[config.mk]
export PLATFORM = sky130hd
export DESIGN_NAME = byte_stream_reassembler_top
export DESIGN_NICKNAME = d
export VERILOG_FILES = /design/src/rtl/brs_pkg.sv /design/src/rtl/byte_stream_reassembler_top.sv /design/src/rtl/brs_ram.sv
export SDC_FILE = /design/constraint.sdc
export NUM_CORES = 1
export LEC_CHECK = 0
export BUFFER_PORTS_ARGS = -buffer_cell sky130_fd_sc_hd__buf_2
export CORE_MARGIN = 2
export CORE_UTILIZATION = 55
export DETAILED_ROUTE_END_ITERATION = 8
export PLACE_DENSITY = 0.71
export SYNTH_ARGS = -nofsm -noshare
export SYNTH_HDL_FRONTEND = slang
export SYNTH_HIERARCHICAL = 1
export SYNTH_SLANG_ARGS = --single-unit
export TNS_END_PERCENT = 10
[constraint.sdc]
create_clock -name i_clk -period 14.15 [get_ports i_clk]
set_input_delay 2.83 -clock i_clk [delete_from_list [all_inputs] [get_ports i_clk]]
set_output_delay 2.83 -clock i_clk [all_outputs]
set_load 0.02 [all_outputs]
[src/rtl/brs_pkg.sv]
// Package for the byte stream reassembler.
// Item and result structs, window width and the default ring depth.
// No dependencies.
`timescale 1ns / 1ps

package brs_pkg;

    localparam int RING_DEPTH_DEF = 64;
    localparam int WIN_W          = 7;

    typedef struct packed {
        logic        kind;          // 0 data byte, 1 end marker
        logic [31:0] byte_index;
        logic [7:0]  byte_value;
        logic        ends_stream;
    } t_item;

    typedef struct packed {
        logic             has_byte;
        logic [7:0]       out_byte;
        logic             last;
        logic             stream_done;
        logic [WIN_W-1:0] pending_count;
    } t_result;

    localparam logic KIND_DATA = 1'b0;
    localparam logic KIND_END  = 1'b1;

endpackage

[src/rtl/byte_stream_reassembler_top.sv]
// Byte stream reassembler top level: admission, end tracking and in-order release.
// Depends on brs_pkg and brs_ram.
`timescale 1ns / 1ps

// An item is taken when i_start is high and o_busy is low. Each item goes
// through capture, then admission and store into the byte ring, then the
// release walk, which reads the ring one entry per cycle through its single
// read port and stops at the first entry that cannot be released.
// Every item produces at least one result; results leave on o_result, one per
// cycle while o_res_valid is high, and the receiver cannot stall them. The
// window register may be written at any time the block is idle (o_cfg_ready
// is always high). Valid marks clear at reset; no clearing pass is needed.
module byte_stream_reassembler_top #(
    parameter int RING_DEPTH = brs_pkg::RING_DEPTH_DEF
) (
    input  logic                        i_clk,
    input  logic                        i_rst_n,
    input  logic                        i_start,
    output logic                        o_busy,
    input  brs_pkg::t_item              i_item,
    output logic                        o_res_valid,
    output brs_pkg::t_result            o_result,
    input  logic                        i_cfg_valid,
    output logic                        o_cfg_ready,
    input  logic [brs_pkg::WIN_W-1:0]   i_cfg_data
);

    localparam int SW = $clog2(RING_DEPTH);
    localparam int WW = brs_pkg::WIN_W;
    localparam logic [WW-1:0] DEPTH_W    = WW'(RING_DEPTH);
    localparam logic [SW:0]   DEPTH_S    = (SW+1)'(RING_DEPTH);
    localparam logic [SW-1:0] LAST_SLOT  = SW'(RING_DEPTH - 1);

    typedef enum logic [2:0] {
        S_IDLE = 3'b001,
        S_EVAL = 3'b010,
        S_REL  = 3'b100
    } t_state;

    t_state                r_state, n_state;
    brs_pkg::t_item        r_item, n_item;
    logic [31:0]           r_ne, n_ne;
    logic [SW-1:0]         r_ne_slot, n_ne_slot;
    logic                  r_end_known, n_end_known;
    logic [31:0]           r_end_pos, n_end_pos;
    logic [WW-1:0]         r_cnt, n_cnt;
    logic [RING_DEPTH-1:0] r_valid, n_valid;
    logic [WW-1:0]         r_window, n_window;
    logic                  r_out_pend, n_out_pend;
    logic                  r_snap_done, n_snap_done;
    logic [WW-1:0]         r_snap_cnt, n_snap_cnt;
    logic                  r_out_vld, n_out_vld;
    brs_pkg::t_result      r_out, n_out;

    logic [WW-1:0] w_eff;
    logic          ge_ne;
    logic [31:0]   diff;
    logic          above;
    logic          end_req;
    logic [31:0]   end_val;
    logic          rec;
    logic          end_known_new;
    logic [31:0]   end_pos_new;
    logic          store_ok;
    logic [SW:0]   slot_sum;
    logic [SW:0]   slot_mod;
    logic [SW-1:0] st_slot;
    logic          do_store;
    logic          can_rel;
    logic [31:0]   ne_inc;
    logic [SW-1:0] slot_inc;
    logic [7:0]    rd_data;
    logic          ram_we;

    brs_ram #(
        .DEPTH (RING_DEPTH),
        .AW    (SW)
    ) u_ram (
        .i_clk   (i_clk),
        .i_we    (ram_we),
        .i_waddr (st_slot),
        .i_wdata (r_item.byte_value),
        .i_raddr (r_ne_slot),
        .o_rdata (rd_data)
    );

    // admission of the captured item
    always_comb begin
        if (r_window == '0) begin
            w_eff = WW'(1);
        end else if (r_window > DEPTH_W) begin
            w_eff = DEPTH_W;
        end else begin
            w_eff = r_window;
        end
        ge_ne = r_item.byte_index >= r_ne;
        diff  = r_item.byte_index - r_ne;
        above = ge_ne && (diff >= {{(32-WW){1'b0}}, w_eff});

        if (r_item.kind == brs_pkg::KIND_END) begin
            end_req = 1'b1;
            end_val = r_item.byte_index;
        end else begin
            // end index of the byte at the top index is not representable
            end_req = r_item.ends_stream && (r_item.byte_index != 32'hFFFF_FFFF);
            end_val = r_item.byte_index + 32'd1;
        end
        rec           = !above && end_req && !r_end_known;
        end_known_new = r_end_known | rec;
        end_pos_new   = rec ? ((end_val < r_ne) ? r_ne : end_val) : r_end_pos;

        store_ok = !above && (r_item.kind == brs_pkg::KIND_DATA) && ge_ne
                   && !(end_known_new && (r_item.byte_index >= end_pos_new));

        // slot = (slot of next expected + offset) mod depth; offset < depth
        slot_sum = {1'b0, r_ne_slot} + {1'b0, diff[SW-1:0]};
        slot_mod = (slot_sum >= DEPTH_S) ? (slot_sum - DEPTH_S) : slot_sum;
        st_slot  = slot_mod[SW-1:0];
        do_store = store_ok && !r_valid[st_slot];
    end

    // release walk
    always_comb begin
        can_rel = r_valid[r_ne_slot] && !(r_end_known && (r_ne >= r_end_pos));
        ne_inc  = r_ne + 32'd1;
        if (r_ne == 32'hFFFF_FFFF || r_ne_slot == LAST_SLOT) begin
            slot_inc = '0;
        end else begin
            slot_inc = r_ne_slot + SW'(1);
        end
    end

    always_comb begin
        n_state     = r_state;
        n_item      = r_item;
        n_ne        = r_ne;
        n_ne_slot   = r_ne_slot;
        n_end_known = r_end_known;
        n_end_pos   = r_end_pos;
        n_cnt       = r_cnt;
        n_valid     = r_valid;
        n_window    = r_window;
        n_out_pend  = r_out_pend;
        n_snap_done = r_snap_done;
        n_snap_cnt  = r_snap_cnt;
        n_out_vld   = 1'b0;
        n_out       = r_out;
        ram_we      = 1'b0;

        if (i_cfg_valid) begin
            n_window = i_cfg_data;
        end

        unique case (r_state)
            S_IDLE: begin
                if (i_start) begin
                    n_item  = i_item;
                    n_state = S_EVAL;
                end
            end
            S_EVAL: begin
                n_end_known = end_known_new;
                n_end_pos   = end_pos_new;
                if (do_store) begin
                    n_valid[st_slot] = 1'b1;
                    n_cnt            = r_cnt + WW'(1);
                    ram_we           = 1'b1;
                end
                n_out_pend = 1'b0;
                n_state    = S_REL;
            end
            S_REL: begin
                if (can_rel) begin
                    n_valid[r_ne_slot] = 1'b0;
                    n_ne               = ne_inc;
                    n_ne_slot          = slot_inc;
                    n_cnt              = r_cnt - WW'(1);
                    n_out_pend         = 1'b1;
                    n_snap_done        = r_end_known && (ne_inc == r_end_pos);
                    n_snap_cnt         = r_cnt - WW'(1);
                end else begin
                    n_out_pend = 1'b0;
                    n_state    = S_IDLE;
                end
                // byte read last cycle goes out now; last is known once the next check fails
                if (r_out_pend) begin
                    n_out_vld           = 1'b1;
                    n_out.has_byte      = 1'b1;
                    n_out.out_byte      = rd_data;
                    n_out.last          = !can_rel;
                    n_out.stream_done   = r_snap_done;
                    n_out.pending_count = r_snap_cnt;
                end else if (!can_rel) begin
                    n_out_vld           = 1'b1;
                    n_out.has_byte      = 1'b0;
                    n_out.out_byte      = 8'd0;
                    n_out.last          = 1'b1;
                    n_out.stream_done   = r_end_known && (r_ne == r_end_pos);
                    n_out.pending_count = r_cnt;
                end
            end
            default: begin
                n_state = S_IDLE;
            end
        endcase
    end

    always_ff @(posedge i_clk) begin
        if (!i_rst_n) begin
            r_state     <= S_IDLE;
            r_ne        <= '0;
            r_ne_slot   <= '0;
            r_end_known <= 1'b0;
            r_end_pos   <= '0;
            r_cnt       <= '0;
            r_valid     <= '0;
            r_window    <= WW'(64);
            r_out_pend  <= 1'b0;
            r_out_vld   <= 1'b0;
        end else begin
            r_state     <= n_state;
            r_ne        <= n_ne;
            r_ne_slot   <= n_ne_slot;
            r_end_known <= n_end_known;
            r_end_pos   <= n_end_pos;
            r_cnt       <= n_cnt;
            r_valid     <= n_valid;
            r_window    <= n_window;
            r_out_pend  <= n_out_pend;
            r_out_vld   <= n_out_vld;
        end
    end

    always_ff @(posedge i_clk) begin
        r_item      <= n_item;
        r_snap_done <= n_snap_done;
        r_snap_cnt  <= n_snap_cnt;
        r_out       <= n_out;
    end

    assign o_busy      = (r_state != S_IDLE);
    assign o_res_valid = r_out_vld;
    assign o_result    = r_out;
    assign o_cfg_ready = 1'b1;

endmodule

[src/rtl/brs_ram.sv]
// Byte ring storage: one write port, one read port, registered read data.
// Depends on nothing.
`timescale 1ns / 1ps

module brs_ram #(
    parameter int DEPTH = 64,
    parameter int AW    = 6
) (
    input  logic          i_clk,
    input  logic          i_we,
    input  logic [AW-1:0] i_waddr,
    input  logic [7:0]    i_wdata,
    input  logic [AW-1:0] i_raddr,
    output logic [7:0]    o_rdata
);

    logic [7:0] mem [DEPTH];
    logic [7:0] r_rdata;

    always_ff @(posedge i_clk) begin
        if (i_we) begin
            mem[i_waddr] <= i_wdata;
        end
        r_rdata <= mem[i_raddr];
    end

    assign o_rdata = r_rdata;

endmodule

== After elaboration in Yosys (flattened, before gate mapping) ==
Memories as Yosys holds them, arrays and structs flattened. A register that Yosys moved wholly into a read port is not among the register bits.
Index checks and enable logic that the tools add are counted.

* Memories kept: 1
* Output and inout port bits: 21
* Word-level logic and storage cells: 125
* Input port bits: 53
* Memory bits (writable): 512
* Bits in registers: 222

* Multiplexer cells: 35
* Reduce and logical (&&, ||, !) cells: 30
* Add/subtract/negate cells: 8
* Bitwise operators: 5
* Equal/unequal tests: 14
* $lt $le $gt $ge: 11

{| class="wikitable"
|+ Memories
! memory !! words !! bits a word !! rd ports !! clocked after memory_dff !! write ports !! RTL line !! source
|-
| u_ram.mem || 64 || 8 || 1 || 1 || 1 || brs_ram.sv:17 || <nowiki>logic [7:0] mem [DEPTH];</nowiki>
|}

{| class="wikitable"
|+ Operators with widths
! kind !! count
|-
| $mux 64 || 2
|-
| $pmux 64 s2 || 1
|-
| $ge 32x32->1 || 3
|-
| $mux 32 || 3
|-
| $add 32x1->32 const B || 2
|-
| $and 64x64->64 || 1
|-
| $eq 32x32->1 || 2
|-
| $not 64->64 || 1
|-
| $or 64x64->64 || 1
|-
| $eq 32x32->1 const B || 1
|-
| $ge 32x7->1 || 1
|-
| $lt 32x32->1 || 1
|-
| $ne 32x32->1 const B || 1
|-
| $sub 32x32->32 || 1
|-
| $mux 7 || 4
|-
| $mux 18 || 1
|-
| $mux 17 || 1
|-
| $logic_and 1x1->1 || 15
|-
| $lt 6x7->1 const B || 2
|-
| $pmux 7 s2 || 1
|-
| $bmux 1 s6 || 2
|-
| $demux 1 s6 || 2
|-
| $ge 6x1->1 const B || 2
|-
| $mux 1 || 12
|-
| 25 further kinds || 40
|}

== Longest topological paths before layout ==
* Depth in word-level cells: 18
* Depth in mapped cells: 35
* Depth with buffers taken out: 31

== Cells and area by module ==
The synthesis kept the hierarchy.

{| class="wikitable"
|+ By module, submodules not included
! module !! area each (µm²) !! times used !! cells an instance !! seq. area each (µm²)
|-
| brs_ram || 20166.8 || 1 || 940 || 15534.9
|-
| byte_stream_reassembler_top || 17102.7 || 1 || 1937 || 5124.9
|}

== Worst setup path before layout ==
No wires, ideal clock.

* Path kind: register to register
* Start point: reg r_item[41] (netlist bit)
* End point: mem u_ram.mem[62][0], enable pin
* Data arrival time: 6963 ps
* Library setup time: 371 ps
* Required time: 13779 ps
* Slack: 6817 ps
* Stages on the path, launching flop included: 34
* Clock period less this slack: 7333 ps
* Buffers on the path: 2
* Path through: edfxtp_1 -> and3b_1 -> and4_1 -> and2_1 -> nor2b_1 -> nor2b_1 -> and3_1 -> clkbuf_1 -> nand3_1 -> xnor2_1 -> ha_1 -> a21o_1 -> a21oi_1 -> nor2b_1 -> o21ai_0 -> nand2b_1 -> a211oi_1 -> o21ai_0 -> a41o_1 -> clkbuf_1 -> mux2_2 -> mux2i_1 -> ha_1 -> a21oi_1 -> o21ai_0 -> a21o_1 -> a211oi_1 -> nor2_1 -> o32a_1 -> a211o_1 -> nor3_1 -> nor2b_1 -> nand3_1 -> nor2_1

* Longest elaborated chain between the ends: 13
* Elaborated cells between the ends (all ways): 20
* Classes of those cells: 2 x order compare; 8 x mux; 2 x bitwise; 8 x reduce/logical

{| class="wikitable"
|+ RTL lines
! what !! RTL line !! source
|-
| start: declaration || byte_stream_reassembler_top.sv:41 || <nowiki>brs_pkg::t_item r_item, n_item;</nowiki>
|-
| start signal: assignment || byte_stream_reassembler_top.sv:235 || <nowiki>r_item <= n_item;</nowiki>
|-
| $mux 32 or $mux 1 (tied branches) || byte_stream_reassembler_top.sv:100 || <nowiki>if (r_item.kind == brs_pkg::KIND_END) begin</nowiki>
|-
| $lt 32x32->1 or $logic_and 1x1->1 (tied branches) || byte_stream_reassembler_top.sv:110, byte_stream_reassembler_top.sv:108 ||
|-
| $mux 32 or $logic_and 1x1->1 (tied branches) || byte_stream_reassembler_top.sv:110, byte_stream_reassembler_top.sv:108 ||
|-
| $mux 32 || byte_stream_reassembler_top.sv:110 || <nowiki>end_pos_new = rec ? ((end_val < r_ne) ? r_ne : end_val) : r_end_pos;</nowiki>
|-
| $ge 32x32->1 || byte_stream_reassembler_top.sv:113 || <nowiki>&& !(end_known_new && (r_item.byte_index >= end_pos_new));</nowiki>
|-
| $logic_and 1x1->1 || byte_stream_reassembler_top.sv:113 ||
|-
| $logic_not 1->1 || byte_stream_reassembler_top.sv:113 ||
|-
| $logic_and 1x1->1 * || byte_stream_reassembler_top.sv:113 ||
|-
| $logic_and 1x1->1 * || byte_stream_reassembler_top.sv:119 || <nowiki>do_store = store_ok && !r_valid[st_slot];</nowiki>
|-
| $mux 1 * || byte_stream_reassembler_top.sv:164 || <nowiki>if (do_store) begin</nowiki>
|-
| $mux 1 * || byte_stream_reassembler_top.sv:154 || <nowiki>unique case (r_state)</nowiki>
|-
| named net ram_we || byte_stream_reassembler_top.sv:73 || <nowiki>logic ram_we;</nowiki>
|-
| $mux 1 * || brs_ram.sv:21 || <nowiki>if (i_we) begin</nowiki>
|-
| $mux 1 (not written as such) * || brs_ram.sv:22 || <nowiki>mem[i_waddr] <= i_wdata;</nowiki>
|-
| end: declaration || brs_ram.sv:17 ||
|}

Mark *: on every way through the listed nets, which the timed path passes. The rest lies on a longest branch.

== Final worst setup path ==
* Start point: reg r_ne[1]
* End point: mem u_ram.mem[14][3], enable pin

* Longest elaborated chain between the ends: 16
* Elaborated cells between the ends (all ways): 29
* Classes of those cells: 3 x add/sub; 5 x order compare; 9 x mux; 1 x bitwise; 11 x reduce/logical

{| class="wikitable"
|+ RTL lines
! what !! RTL line !! source
|-
| start: declaration || byte_stream_reassembler_top.sv:42 || <nowiki>logic [31:0] r_ne, n_ne;</nowiki>
|-
| start signal: assignment || byte_stream_reassembler_top.sv:222 || <nowiki>r_ne <= n_ne;</nowiki>
|-
| $sub 32x32->32 || byte_stream_reassembler_top.sv:97 || <nowiki>diff = r_item.byte_index - r_ne;</nowiki>
|-
| $ge 32x7->1 || byte_stream_reassembler_top.sv:98 || <nowiki>above = ge_ne && (diff >= {{(32-WW){1'b0}}, w_eff});</nowiki>
|-
| $logic_and 1x1->1 || byte_stream_reassembler_top.sv:98 ||
|-
| $logic_not 1->1 || byte_stream_reassembler_top.sv:108, byte_stream_reassembler_top.sv:112 ||
|-
| $logic_and 1x1->1 (2 in a row) || byte_stream_reassembler_top.sv:108 || <nowiki>rec = !above && end_req && !r_end_known;</nowiki>
|-
| $mux 32 || byte_stream_reassembler_top.sv:110 ||
|-
| $ge 32x32->1 || byte_stream_reassembler_top.sv:113 ||
|-
| $logic_and 1x1->1 || byte_stream_reassembler_top.sv:113 ||
|-
| $logic_not 1->1 || byte_stream_reassembler_top.sv:113 ||
|-
| $logic_and 1x1->1 || byte_stream_reassembler_top.sv:113 ||
|-
| $logic_and 1x1->1 * || byte_stream_reassembler_top.sv:119 ||
|-
| $mux 1 * || byte_stream_reassembler_top.sv:164 ||
|-
| $mux 1 * || byte_stream_reassembler_top.sv:154 ||
|-
| named net ram_we || byte_stream_reassembler_top.sv:73 ||
|-
| $mux 1 * || brs_ram.sv:21 ||
|-
| $mux 1 (not written as such) * || brs_ram.sv:22 ||
|}

Mark *: on every way through the listed nets, which the timed path passes. The rest lies on a longest branch. The select of a mux whose other input is x is not followed.

==> results.sh <==
export IMPL_status="finished clean"
export IMPL_preCtsSetupSlack_ps=4470
export IMPL_clock_sink_count=742
export IMPL_slowest_stage="nor2_1"
export IMPL_hpwl_mm=66.8
export IMPL_die_w_um=264
export IMPL_syn_area_per_cell_um2=13.0
export IMPL_holdBufCountCts=0
export IMPL_synth_seq_cells=742
export IMPL_viasPerCell=6.58
export IMPL_rows=95
export IMPL_n_fill_cell=5053
export IMPL_gp_congestion=0.986
export IMPL_fmax_mhz=100
export IMPL_first_iter_violations=3159
export IMPL_finalClockSkew_ps=42.9
export IMPL_peakVddDrop_v=0.000126
export IMPL_grt_overflow_total=0
export IMPL_max_stage_delay_ps=760
export IMPL_numCtsBuffers=78
export IMPL_avgRoutedWirePerCell_um=26.3
export IMPL_ys_flop_type="edfxtp_1"
export IMPL_cts_resized=0
export IMPL_portBuffers=72
export IMPL_grt_use_total_pct=28.9
export IMPL_cts_htree_levels=3
export IMPL_worst_ep_required_time_ps=14430
export IMPL_cts_root_buf="clkbuf_16"
export IMPL_synth_edff_count=580
export IMPL_syn_area_mm2=0.0373
export IMPL_io_pins=74
export IMPL_period_share_pct=70.4
export IMPL_crit_path_max_fanout=17
export IMPL_die_area_mm2=0.0699
export IMPL_cts_tree="done"
export IMPL_hold_violations=0
export IMPL_diodes=0
export IMPL_cpMostUsedCell="ha_1"
export IMPL_antenna_left=0
export IMPL_ys_types=87
export IMPL_pwr_share_comb_pct=6.4
export IMPL_grt_pass1_wl_mm=154
export IMPL_setup_viol=0
export IMPL_clockPowerShare_pct=44.4
export IMPL_tns_ps=0
export IMPL_synthesis_instances=2877
export IMPL_slew_violations=0
export IMPL_layout_area_overhead_vs_synth_pct=9.81
export IMPL_async_reset_ff_share_pct=0
export IMPL_start_util_pct=55.5
export IMPL_die_y_um=264
export IMPL_drv_cap=0
export IMPL_synth_largest_area_cell="edfxtp_1"
export IMPL_arrival_ps=10240
export IMPL_worstMarginPinSlew_ps=1360
export IMPL_endpoint_kind="flip-flop"
export IMPL_clkTransAtPathRegs_ps=60
export IMPL_vias=25300
export IMPL_synth_top_cell_area_share_pct=46.7
export IMPL_fp_coreArea_mm2=0.0672
export IMPL_power_density_mw_per_mm2=118
export IMPL_swShare_pct=22.6
export IMPL_yosys_warnings=6
export IMPL_hold_slack_ps=492
export IMPL_insertion_delay_ps=650
export IMPL_ys_seq_area_share_pct=55.4
export IMPL_wirelength_mm=101
export IMPL_clockBufferDepth=3
export IMPL_min_path_type="flip-flop to flip-flop"
export IMPL_cts_setup_buffers=0
export IMPL_syn_num_nets=3076
export IMPL_seqPwrFrac_pct=49.1
export IMPL_start_kind="flip-flop"
export IMPL_nets=3100
export IMPL_firstDrtPassIters=6
export IMPL_worstSetupPathType="flip-flop to flip-flop"
export IMPL_internal_power_mw=3.75
export IMPL_relSlewSlack_pct=6.91
export IMPL_grt_max_degree=89
export IMPL_period_needed_ps=9960
export IMPL_rsz0062_at_grt="no"
export IMPL_p_leak_nw=13.5
export IMPL_grt_antenna_before_repair=1
export IMPL_drive_above_1_share_pct=16.0
export IMPL_grt_pass1_vias=25100
export IMPL_p_switching_mw=1.09
export IMPL_drc_errors=0
export IMPL_synthTopCellsByArea="edfxtp_1 47%, dfxtp_1 8.7%, mux4_2 8.3%"
export IMPL_layout_setup_ws_ps=4190
-- layout by cell type, fill, tap and decap left out, types with 69 or more instances in the layout --
cell type,netlist,routed
nor2_1,166,164
mux2i_1,118,118
clkbuf_16,0,80
edfxtp_1,580,580
inv_1,86,86
nand2_1,154,153
xnor2_1,99,99
dfxtp_1,162,157
ha_1,144,144
o21ai_0,106,106
nand3_1,97,97
a21oi_1,82,82
buf_2,28,71
nor2b_1,69,69
mux4_2,138,138
-- worst max-delay path, delay by kind of cell, from the launching register on --
kind            cells  cell delay, ps
compound gates     11            3470
xor+xnor            1             190
fa+ha+maj           3             890
buf+inv             3             780
flops               1             520
mux                 1             240
simple gates       10            3480
-- synth_stat cells (21+ instances only) --
cell type	count
xnor2_1	99
nor2_1	166
o311ai_0	21
dfxtp_1	162
a21oi_1	82
a211oi_1	31
ha_1	144
inv_1	86
and3_1	32
nor2b_1	69
mux4_2	138
o21ai_0	106
edfxtp_1	580
nand2_1	154
nand3_1	97
nand2b_1	25
mux2i_1	118
buf_2	28
xor2_1	32
a21o_1	32
clkbuf_1	91
or3_1	25
and2_1	38
o211ai_1	29
nor3_1	58
nand4_1	46
mux2_2	58
-- logic make-up after synthesis --
group                    Yosys count  synth area share, %
AND/OR/NAND/NOR                  776                 10.6
flip-flops                       742                 55.4
AO/OA/AOI/OAI                    512                 9.55
multiplexers                     314                 13.3
buffers and inverters            253                 3.04
adder cells (fa/ha/maj)          146                 4.94
XOR/XNOR                         133                 3.18
other                              1               0.0101
-- sequential cells by signal (all words and copies together), names as in the netlist, 7 cells and up --
| register | cells |
|---|---|
| o_result | 18 |
| r_cnt | 7 |
| u_ram/mem | 512 |
| r_snap_cnt | 7 |
| r_item | 42 |
| u_ram/o_rdata | 8 |
| r_valid | 64 |
| r_end_pos | 32 |
| r_window | 7 |
| r_ne | 32 |
-- metal layers --
metal / vias up / global-route usage (%) / share of wire, %
met5: - / 0 / 0
met4: 0 / 11.3 / 4.2
met3: 301 / 5.10 / 8.9
met2: 1393 / 47.2 / 48
met1: 12400 / 38.6 / 39
li1: 11100 / - / -
-- per-stage QoR --
step | std cells | total power, mW | area [um2] | util, %
2_1_floorplan | 2877 | 2.62 | 37300 | -
3_3_place_gp | 3694 | 2.72 | 38200 | 56.9
3_5_place_dp | 3694 | 2.73 | 38200 | 56.9
4_1_cts | 3839 | 4.86 | 40900 | 60.9
5_1_grt | 3839 | 4.98 | 40900 | 60.9
6_report | 3839 | 4.84 | 40900 | 60.9
-- worst paths after layout --
kind / slack [ps] / cells past startpoint / startpoint / to
setup / recovery: 4190 / 29 / r_ne[1] / u_ram/mem[14][3]
hold / removal: 490 / 2 / r_valid[24] / r_valid[24]
setup reg to reg: 4190 / 29 / r_ne[1] / u_ram/mem[14][3]
hold reg to reg: 490 / 2 / r_valid[24] / r_valid[24]
-- power by group through the flow --
| stage | clock network (mW) | logic (mW) | registers [mW] |
|---|---|---|---|
| finish | 2.15 | 0.310 | 2.38 |
| global placement | 0 | 0.300 | 2.42 |
| floorplan | 0 | 0.188 | 2.43 |
| detailed placement | 0 | 0.304 | 2.43 |
| CTS | 2.18 | 0.304 | 2.38 |
| global route | 2.26 | 0.335 | 2.38 |
-- final cells by class --
| type | instances | area (um2) | share of cell area [%] |
|---|---|---|---|
| clock buffers | 102 | 2150 | 5.26 |
| clock inverters | 43 | 557 | 1.36 |
| inverters | 91 | 342 | 0.835 |
| multi-input cells | 1882 | 15500 | 37.8 |
| flip-flops and latches | 742 | 20700 | 50.5 |
| well taps | 873 | 1090 | 2.67 |
| repair buffers | 106 | 618 | 1.51 |
Note: power is estimated with default switching activity, not from simulation.
